**src/design/smps_pkg.sv**
```systemverilog
`default_nettype none

package smps_pkg;

    // Parameter defaults
    localparam int DEF_CAPACITY   = 256;
    localparam int DEF_ID_BITS    = 16;
    localparam int DEF_VALUE_BITS = 16;

    // Fixed field widths
    localparam int ELEMENT_ID_W = 16;
    localparam int MEMBERSHIP_W = 16;
    localparam int SUM_W        = 33;
    localparam int STATUS_W     = 2;

    // op codes
    localparam logic OP_INSERT  = 1'b0;
    localparam logic OP_PATTERN = 1'b1;

    // result status codes
    localparam logic [STATUS_W-1:0] STATUS_SUM      = 2'd0;
    localparam logic [STATUS_W-1:0] STATUS_INSERTED = 2'd1;
    localparam logic [STATUS_W-1:0] STATUS_FULL     = 2'd2;

    typedef struct packed {
        logic                           op;
        logic        [ELEMENT_ID_W-1:0] element_id;
        logic signed [MEMBERSHIP_W-1:0] membership;
        logic                           last;
        logic                           subtract;
    } item_t;

    typedef struct packed {
        logic signed [SUM_W-1:0]    pattern_sum;
        logic        [STATUS_W-1:0] status;
    } result_t;

    // search unit handshake
    typedef struct packed {
        logic start;
        logic upper;   // 1: first index above key, 0: first index not below key
    } search_req_t;

    typedef struct packed {
        logic done;
        logic found;   // lower-bound hit: entry at pos has the key
    } search_rsp_t;

endpackage

`default_nettype wire

```
**src/design/smps_search.sv**
```systemverilog
`default_nettype none

module smps_search
    import smps_pkg::*;
#(
    parameter int CAPACITY   = DEF_CAPACITY,
    parameter int ID_BITS    = DEF_ID_BITS,
    parameter int VALUE_BITS = DEF_VALUE_BITS
) (
    input  wire logic                                 clk,
    input  wire logic                                 rst_n,
    input  wire search_req_t                          req,
    input  wire logic [ID_BITS-1:0]                   key,
    input  wire logic [$clog2(CAPACITY+1)-1:0]        count,
    output logic                                      rd_en,
    output logic [$clog2(CAPACITY)-1:0]               rd_addr,
    input  wire logic [ID_BITS+VALUE_BITS-1:0]        rd_data,
    output search_rsp_t                               rsp,
    output logic [$clog2(CAPACITY+1)-1:0]             pos,
    output logic [VALUE_BITS-1:0]                     value
);

    localparam int CNT_W   = $clog2(CAPACITY + 1);
    localparam int ADDR_W  = $clog2(CAPACITY);
    localparam int ENTRY_W = ID_BITS + VALUE_BITS;

    typedef enum logic [2:0] {
        SR_IDLE = 3'b001,
        SR_TEST = 3'b010,
        SR_CMP  = 3'b100
    } sr_state_t;

    sr_state_t             state_reg, state_next;
    logic [CNT_W-1:0]      lo_reg, lo_next;
    logic [CNT_W-1:0]      hi_reg, hi_next;
    logic [CNT_W-1:0]      mid_reg, mid_next;
    logic                  upper_reg, upper_next;
    logic                  found_reg, found_next;
    logic [VALUE_BITS-1:0] value_reg, value_next;

    logic [CNT_W-1:0]      mid;
    logic [ID_BITS-1:0]    rd_id;
    logic                  go_right;

    assign mid      = lo_reg + ((hi_reg - lo_reg) >> 1);
    assign rd_id    = rd_data[ENTRY_W-1 -: ID_BITS];
    assign go_right = upper_reg ? (rd_id <= key) : (rd_id < key);

    assign rd_addr = mid[ADDR_W-1:0];
    assign pos     = lo_reg;
    assign value   = value_reg;

    always_comb
    begin
        state_next = state_reg;
        lo_next    = lo_reg;
        hi_next    = hi_reg;
        mid_next   = mid_reg;
        upper_next = upper_reg;
        found_next = found_reg;
        value_next = value_reg;
        rd_en      = 1'b0;
        rsp.done   = 1'b0;
        rsp.found  = found_reg;
        unique case (state_reg)
            SR_IDLE:
            begin
                if (req.start)
                begin
                    lo_next    = '0;
                    hi_next    = count;
                    upper_next = req.upper;
                    found_next = 1'b0;
                    state_next = SR_TEST;
                end
            end
            SR_TEST:
            begin
                if (lo_reg < hi_reg)
                begin
                    rd_en      = 1'b1;
                    mid_next   = mid;
                    state_next = SR_CMP;
                end
                else
                begin
                    rsp.done   = 1'b1;
                    state_next = SR_IDLE;
                end
            end
            SR_CMP:
            begin
                if (go_right)
                begin
                    lo_next = mid_reg + CNT_W'(1);
                end
                else
                begin
                    // if any mid moved hi, the final lower bound is the last mid that did
                    hi_next    = mid_reg;
                    found_next = (rd_id == key);
                    value_next = rd_data[VALUE_BITS-1:0];
                end
                state_next = SR_TEST;
            end
            default:
            begin
                state_next = SR_IDLE;
            end
        endcase
    end

    always_ff @(posedge clk or negedge rst_n)
    begin
        if (!rst_n)
        begin
            state_reg <= SR_IDLE;
            found_reg <= 1'b0;
        end
        else
        begin
            state_reg <= state_next;
            found_reg <= found_next;
        end
    end

    always_ff @(posedge clk)
    begin
        lo_reg    <= lo_next;
        hi_reg    <= hi_next;
        mid_reg   <= mid_next;
        upper_reg <= upper_next;
        value_reg <= value_next;
    end

endmodule

`default_nettype wire

```
**config.mk**
```make
export PLATFORM = sky130hd
export DESIGN_NAME = smps_search
export DESIGN_NICKNAME = d
export VERILOG_FILES = /design/src/design/smps_pkg.sv /design/src/design/smps_search.sv
export SDC_FILE = /design/constraint.sdc
export NUM_CORES = 1
export LEC_CHECK = 0
export BUFFER_PORTS_ARGS = -buffer_cell sky130_fd_sc_hd__clkbuf_2
export CAP_MARGIN = 10
export CORE_MARGIN = 2
export CORE_UTILIZATION = 35
export DETAILED_ROUTE_END_ITERATION = 10
export GPL_ROUTABILITY_DRIVEN = 1
export GPL_TIMING_DRIVEN = 0
export HOLD_SLACK_MARGIN = 0.1
export PLACE_DENSITY_LB_ADDON = 0.3
export SLEW_MARGIN = 20
export SYNTH_ARGS = -nofsm -noshare
export SYNTH_HDL_FRONTEND = slang
export SYNTH_SLANG_ARGS = --single-unit
```
**constraint.sdc**
```tcl
create_clock -name clk -period 3.42 [get_ports clk]
set_clock_uncertainty 0.1 [all_clocks]
set_input_delay 0 -clock clk [delete_from_list [all_inputs] [get_ports clk]]
set_output_delay 0 -clock clk [all_outputs]
set_load 0.05 [all_outputs]
```
==> results list, run 1 <==
- Number of ports placed on the die boundary: 97
- Clock Latency Late Sink: 0.30 ns
- Mapped Avg Cell Area: 10.4 µm²
* Gr ovfl total: 0
* Unrepaired setup endpoints after global routing: true
* Most common cell after layout, fill and taps aside: clkbuf_2
- At the worst endpoint, the arrival time is 3.24 ns.
- Final critical delay including setup and external delays: 3.34 ns
- The final layout contains 529 nets.
- Number of enable-type register cells in the synthesized netlist: 44
- FF/Latch Area: 1420 µm²
- Counting the fill cells in the layout gives 798.
* DP HPWL: 5370 µm
* Final Hold Fails: 0
- Clock-pin slew was measured on the worst setup and hold paths at 0.09 ns.
- Cell count after synthesis: 288
- Total die area: 9350 µm²
- The number of global-route vias before repair came to 2585.
- In the final routed layout, each cell accounts on average for 12.8 µm.
- Placeable core region: 8260 µm²
- Ratio of cells with drive above 1 in the final layout: 0.319
- 1st-iter DRT viols: 123
* Worst Path Max Fanout: 3
- Ratio of total power to cell area: 970 nW/µm²
- Counting every sink on the clock net gives 48.
* Synth Net Count: 385
* Peak clock frequency supported by timing: 299 MHz
- Routed via count: 2545
- After detailed routing, the total wire length is 6880 µm.
- The worst setup path is captured at an output port.
* Placed cells: 489
* Cell Area, Synth: 3010 µm²
- The number of antenna violations at the first check in global routing was 0.
- For this configuration, the core starts out at a cell density of 0.364.
- Setup violations remaining at the end of the flow were counted as 0.
- Crit Path Class: flop to output port
- Number of pins exceeding their max-slew limit in the final report: 0
- Area of the multi-input gates: 1410 µm²
* Post-route ant nets: 0
- Number of diodes added for antenna fixing: 0
- Seq cells post-synth: 48
- The first detailed-routing pass ran for 6 iterations.
* Library cells used by synthesis: 43
- Counting along the longest clock path gives a buffer depth of 2.
* Post-layout utilization of the core: 0.501
- Yosys warning count: 0
- Static Leak: 1.94 nW
- Final critical-path share of the clock period: 0.977
- Root buffer cell: clkbuf_8
* Global router's overall resource usage: 0.147
- The floorplan step set the die width to 96.7 µm.
- Before CTS, the worst setup slack after placement is 0.0805 ns.
- Total Power Consumption: 4.01 mW
- Area fraction of the dominant cell type after synthesis: 0.439
* Share of the yosys chip area belonging to registers: 0.473
- Number of design rule violations left after detail routing: 0
- STA puts the critical path data required time at 3.32 ns.
- The register with the most flip-flops in the layout has 16 of them.
- Htree depth: 2
- In this run the tightest slew margin relative to its limit is 0.393.
- Setup WS post-layout: 0.0789 ns
- Layout-stage area growth over the synthesis result: 37.7%
- The tightest hold path in the finished design has a slack of 0.228 ns.
- Routability-driven placement finished with a final weighted congestion of 0.797.
- After synthesis, the share of flip-flops with an asynchronous set or reset is 0.0833.
- Pin slew with the least headroom to its limit: 0.911 ns
* Area leader, netlist: edfxtp_1
- Count of port buffers added during placement: 96
* Cell Rows: 33
- Entering global routing, the biggest net connects 17 pins.
- Leading cell types by total area after synthesis: edfxtp_1 44%, ha_1 14%, inv_1 4.2%
- STA classifies the critical path startpoint as a flop.
* Global-route wire length before repair: 11400 µm
- Cts bufs inserted: 5
* Finished Cell Area: 4140 µm²
- Vert. Die Dim: 96.7 µm
- The run finished with clean final reports.
* Worst Hold Class: input port to flop
- VDD sags by at most 0.474 mV.
- Total Negative Setup Slacks: 0 ns
- TritonCTS built the clock tree.
- Number of max-cap violations: 0
- After detailed routing, the number of vias per cell comes to 4.73.
* Final cell count without fillers: 538
- In the layout the commonest cells are 92 x clkbuf_2, 44 x edfxtp_1, 34 x nand2_1, 33 x inv_1, 33 x ha_1.
* Post-Place Cell Area: 3620 µm²
* Dominant synthesized flop cell: edfxtp_1
==> cells in the mapped netlist, types with 2 or more instances <==
master     n
edfxtp_1  44
ha_1      34
inv_1     34
nand2_1   34
nor2_1    24
a21oi_1   17
xnor2_1   14
o21ai_0   11
buf_4      9
nand4_1    6
nor2b_1    6
xor2_1     6
nand3_1    5
a21o_1     4
a211oi_1   3
and3_1     3
dfrtp_1    3
and2_1     2
fa_1       2
nor3_1     2
o211ai_1   2
o21bai_1   2
==> what timing repair did <==
item                                   in CTS  in global routing
gates resized for setup                     9                  8
hold buffers                               30                  0
setup endpoints to repair                   3                  5
buffers inserted                            4                  7
endpoints found under the hold margin      33                  0
pin swaps                                   6                  6
==> where the power goes <==
part	switching, mW	total (mW)	internal [mW]
clock network	0.171	0.313	0.142
logic	1.67	2.82	1.15
registers	0.0605	0.877	0.816
total	1.90	4.01	2.11
==> worst max-delay path, cell delays in order, from the launching register on <==
cell,delay (ns)
edfxtp_1,0.41
inv_2,0.05
buf_4,0.14
fa_2,0.40
a21o_1,0.21
a21oi_2,0.20
o21bai_1,0.11
a21oi_2,0.15
xnor2_1,0.09
ha_2,0.35
o21ai_0,0.08
a21oi_1,0.18
nor2_1,0.09
xnor2_2,0.20
buf_4,0.15
buf_8,0.13
==> path summary, 6_finish.rpt <==
check | slack [ns] | from | to | cells after the start
min in group asynchronous | 0.61 | rst_n | state_reg[0] | 3
min | 0.23 | rd_data[31] | found_reg | 7
max reg2reg | 0.17 | pos[1] | mid_reg[8] | 14
min reg2reg | 0.48 | found_reg | found_reg | 2
max in group asynchronous | 2.04 | rst_n | state_reg[2] | 4
max | 0.08 | pos[1] | rd_addr[6] | 15
==> cell families (layout without fill, tap and decap cells) <==
group | count (synthesis) | in the layout | share of synthesized area
AOI/OAI and AO/OA | 48 | 48 | 0.104
xor gates and xnor gates | 20 | 20 | 0.0583
adders and majority gates | 36 | 36 | 0.155
buffers and inverters | 46 | 191 | 0.0691
DFF | 48 | 48 | 0.473
muxes | 1 | 1 | 0.00375
and+or+nand+nor | 89 | 89 | 0.137
==> final cells by class <==
type                    instances  share of cell area
inverters                      34              0.0308
multi-input cells             194               0.341
flip-flops and latches         48               0.344
repair buffers                137               0.214
clock buffers                   7              0.0184
plain buffers                  12              0.0193
well taps                     105              0.0317
clock inverters                 1            0.000907
==> layer usage <==
metal / global-route usage / routed length (µm) / up-vias / share of wire
li1: - / - / 1292 / -
met1: 0.171 / 2870 / 1176 / 0.42
met2: 0.267 / 3490 / 69 / 0.51
met3: 0.0434 / 444 / 8 / 0.065
met4: 0.0325 / 79 / 0 / 0.011
met5: 0 / 0 / - / 0
Power figures use the tool's default switching activity.
==> inputs of run 2 (changes only) <==
--- a/config.mk
+++ b/config.mk
@@ -14,6 +14,7 @@
 export GPL_TIMING_DRIVEN = 0
 export HOLD_SLACK_MARGIN = 0.1
 export PLACE_DENSITY_LB_ADDON = 0.3
+export SETUP_SLACK_MARGIN = 0.4
 export SLEW_MARGIN = 20
 export SYNTH_ARGS = -nofsm -noshare
 export SYNTH_HDL_FRONTEND = slang
==> run 2 against run 1 <==
  * Critical path type unchanged
  * Power rose by 19%
  * Highest routed layer unchanged
  * Sequential share of layout area fell by 2.1 points
  * Critical path depth down 1
  * Largest cell class is now multi-input gates
==> results list, run 2 (same netlist as run 1, synthesis figures left out) <==
- Number of diodes added for antenna fixing: 0
* Maximum clock insertion buffer count: 2
- Launch point of the worst hold path: rd_data[31]
- The kind of cell with the highest combined delay along the critical path is compound AO/OA/AOI/OAI gates.
* Worst path bufs/invs: 5
- Combinational power share: 0.734
* Count of port buffers added during placement: 96
* Terminus of the critical flop-to-flop path: mid_reg[8]
- For the finished layout, the period the worst path requires is 3.33 ns.
- The number of hold violations in the final report is 0.
- Fraction of power spent switching nets: 0.452
- STA classifies the critical path startpoint as a flop.
- Once layout is complete, the utilization of the core stands at 0.533.
- Via count of the first global-routing pass: 2589
* Antenna violations before repair: 0
- The pre-antenna-repair detailed-routing pass consisted of 4 iterations.
- Routability-driven placement finished with a final weighted congestion of 0.788.
* WP data arrival: 3.23 ns
* Vert. Die Dim: 96.7 µm
* Static Leak: 2.05 nW
* Ratio of cells with drive above 1 in the final layout: 0.375
* Endpoints failing setup: 0
- Start point of the critical path: pos[1]
- The first global-routing pass estimated 11400 µm of wire.
* Total Power Consumption: 4.76 mW
- Number of flip-flops under the largest register name: 16
* Number of max-cap violations: 0
- Ratio of total power to cell area: 1080 nW/µm²
- Along the worst path, the maximum fanout reaches 4.
- At the pin with the least slew margin, the transition time is 0.884 ns.
- Sum of routed wire length over all layers: 7200 µm
* Register-to-Register Setup Slack: 0.31 ns
- The flow ran to the end, and the final reports show no timing, DRC or antenna violations.
* Worst supply voltage drop on vdd: 0.806 mV
* Htree depth: 2
- The detail route stage leaves a number of antenna-violating nets equal to 0.
- Global router's overall resource usage: 0.149
- Walking the worst path, the cells encountered are inv_2 > buf_4 > fa_2 > a21o_1 > a21oi_2 > buf_4 > xnor2_2 > ha_4 > a211oi_4 > nor2_4 > o41ai_4 > xnor2_2 > buf_4 > clkbuf_16.
- Number of pins exceeding their max-slew limit in the final report: 0
* Leading cell types in the layout, fill and taps excluded: 91 x clkbuf_2, 44 x edfxtp_1, 34 x nand2_1, 32 x inv_1
- Worst Hold Class: input port to flop
* Routed via count: 2582
* Average via count per standard cell: 4.76
- 1st-iter DRT viols: 84
- Max stage delay cell, worst path: fa_2
- Worst EP required: 3.32 ns
* Initial Utilization: 0.364
* Largest net degree at the start of global routing: 17
- Kind of end point of the critical path: output port
- Compared with the post-synthesis result, the final layout area differs by 46.4%.
- The critical path is of the flop to output port type.
- In this design, the stage delay of the slowest critical-path cell is 0.40 ns.
- Gr ovfl total: 0
- Pint: 2.61 mW
- Clk pin slew, worst setup/hold paths: 0.08 ns
- The share of total power dissipated in the clock network is 0.082.
- Clock Latency Late Sink: 0.30 ns
- Critical R2R Launch: pos[0]
- Die W: 96.7 µm
- Register-to-Register Path Depth: 15
- Following the worst setup path forward leads to its endpoint at rd_addr[7].
* Number of cells on the critical path: 14
- Max-slew headroom: 0.410
- Most used cell along the critical path: buf_4
- TritonCTS built the clock tree.
- Counting the buffers created by CTS gives 5.
* Switching pwr: 2.15 mW
* Placeable core region: 8260 µm²
* Number of design rule violations left after detail routing: 0
- Unrepaired setup endpoints after global routing: true
- The share of total power dissipated in sequential elements is 0.184.
- Root buffer cell: clkbuf_8
* DP HPWL: 5370 µm
* Most common cell after layout, fill and taps aside: clkbuf_2
- The die covers 9350 µm².
- Peak clock frequency supported by timing: 300 MHz
- Fill cell total of the finished layout: 753
- At the end of the flow, the number of nets in the layout was 533.
- Final critical-path share of the clock period: 0.975
* Number of clock sinks: 48
- Row generation in the floorplan step produced 33 rows.
- In the final routed layout, each cell accounts on average for 13.3 µm.
- Number of ports placed on the die boundary: 97
==> run 2: worst min-delay path by stage <==
stage	slack, ns	cells after the start	to
6_report	0.22	7	found_reg
2_1_floorplan	-0.40	0	found_reg
4_1_cts	0.21	7	found_reg
5_1_grt	0.25	7	found_reg
3_3_place_gp	-0.29	1	found_reg
3_5_place_dp	-0.29	1	found_reg
==> run 2: tightest hold or removal path: stages <==
cell and delay (ns):
clkbuf_2 0.08, ha_1 0.12, a21oi_1 0.04, o21ai_0 0.10, a211oi_1 0.06, nand3_1 0.07, o211ai_1 0.08
==> run 2: cell type report <==
cell class                 count  area (µm²)  share of cell area
clock buffer                   5        68.8              0.0156
multi-input combinational    194        1570               0.357
buffer                        12        80.1              0.0182
tap                          105         131              0.0298
clock inverter                 3        37.5             0.00853
timing repair buffer         141         963               0.219
inverter                      34         128              0.0290
sequential                    48        1420               0.323
==> run 2: per-layer routing <==
metal,vias up,wire [µm],GRT usage,part of all wire
li1,1289,-,-,-
met1,1197,3100,0.175,0.43
met2,86,3650,0.269,0.51
met3,10,367,0.0347,0.051
met4,0,91,0.0423,0.013
met5,-,0,0,0
==> run 2: power by group through the flow <==
stage	registers, mW	logic, mW	clock network [mW]
3_5_place_dp	0.890	2.46	0
6_report	0.876	3.49	0.389
4_1_cts	0.875	3.04	0.401
3_3_place_gp	0.888	2.44	0
5_1_grt	0.885	3.69	0.428
2_1_floorplan	0.962	1.87	0
==> run 2: what timing repair did <==
action / CTS / global route
setup endpoints to repair: 6 / 8
resized for setup: 24 / 28
hold endpoints to repair: 32 / 0
pin swaps: 11 / 8
setup buffers: 6 / 9
hold buffers: 30 / 0
==> run 2: per-stage QoR <==
| stage | hold slack [ns] | std cells | setup slack, ns | area (µm²) | setup TNS, ns |
|---|---|---|---|---|---|
| floorplan | -0.396 | 288 | 0.242 | 3030 | 0 |
| global placement | -0.291 | 489 | 0.236 | 3640 | 0 |
| detailed placement | -0.286 | 489 | 0.211 | 3640 | 0 |
| CTS | 0.213 | 533 | 0.0902 | 4200 | 0 |
| global route | 0.255 | 542 | -0.0401 | 4400 | -0.0726 |
| finish | 0.216 | 542 | 0.0853 | 4400 | 0 |
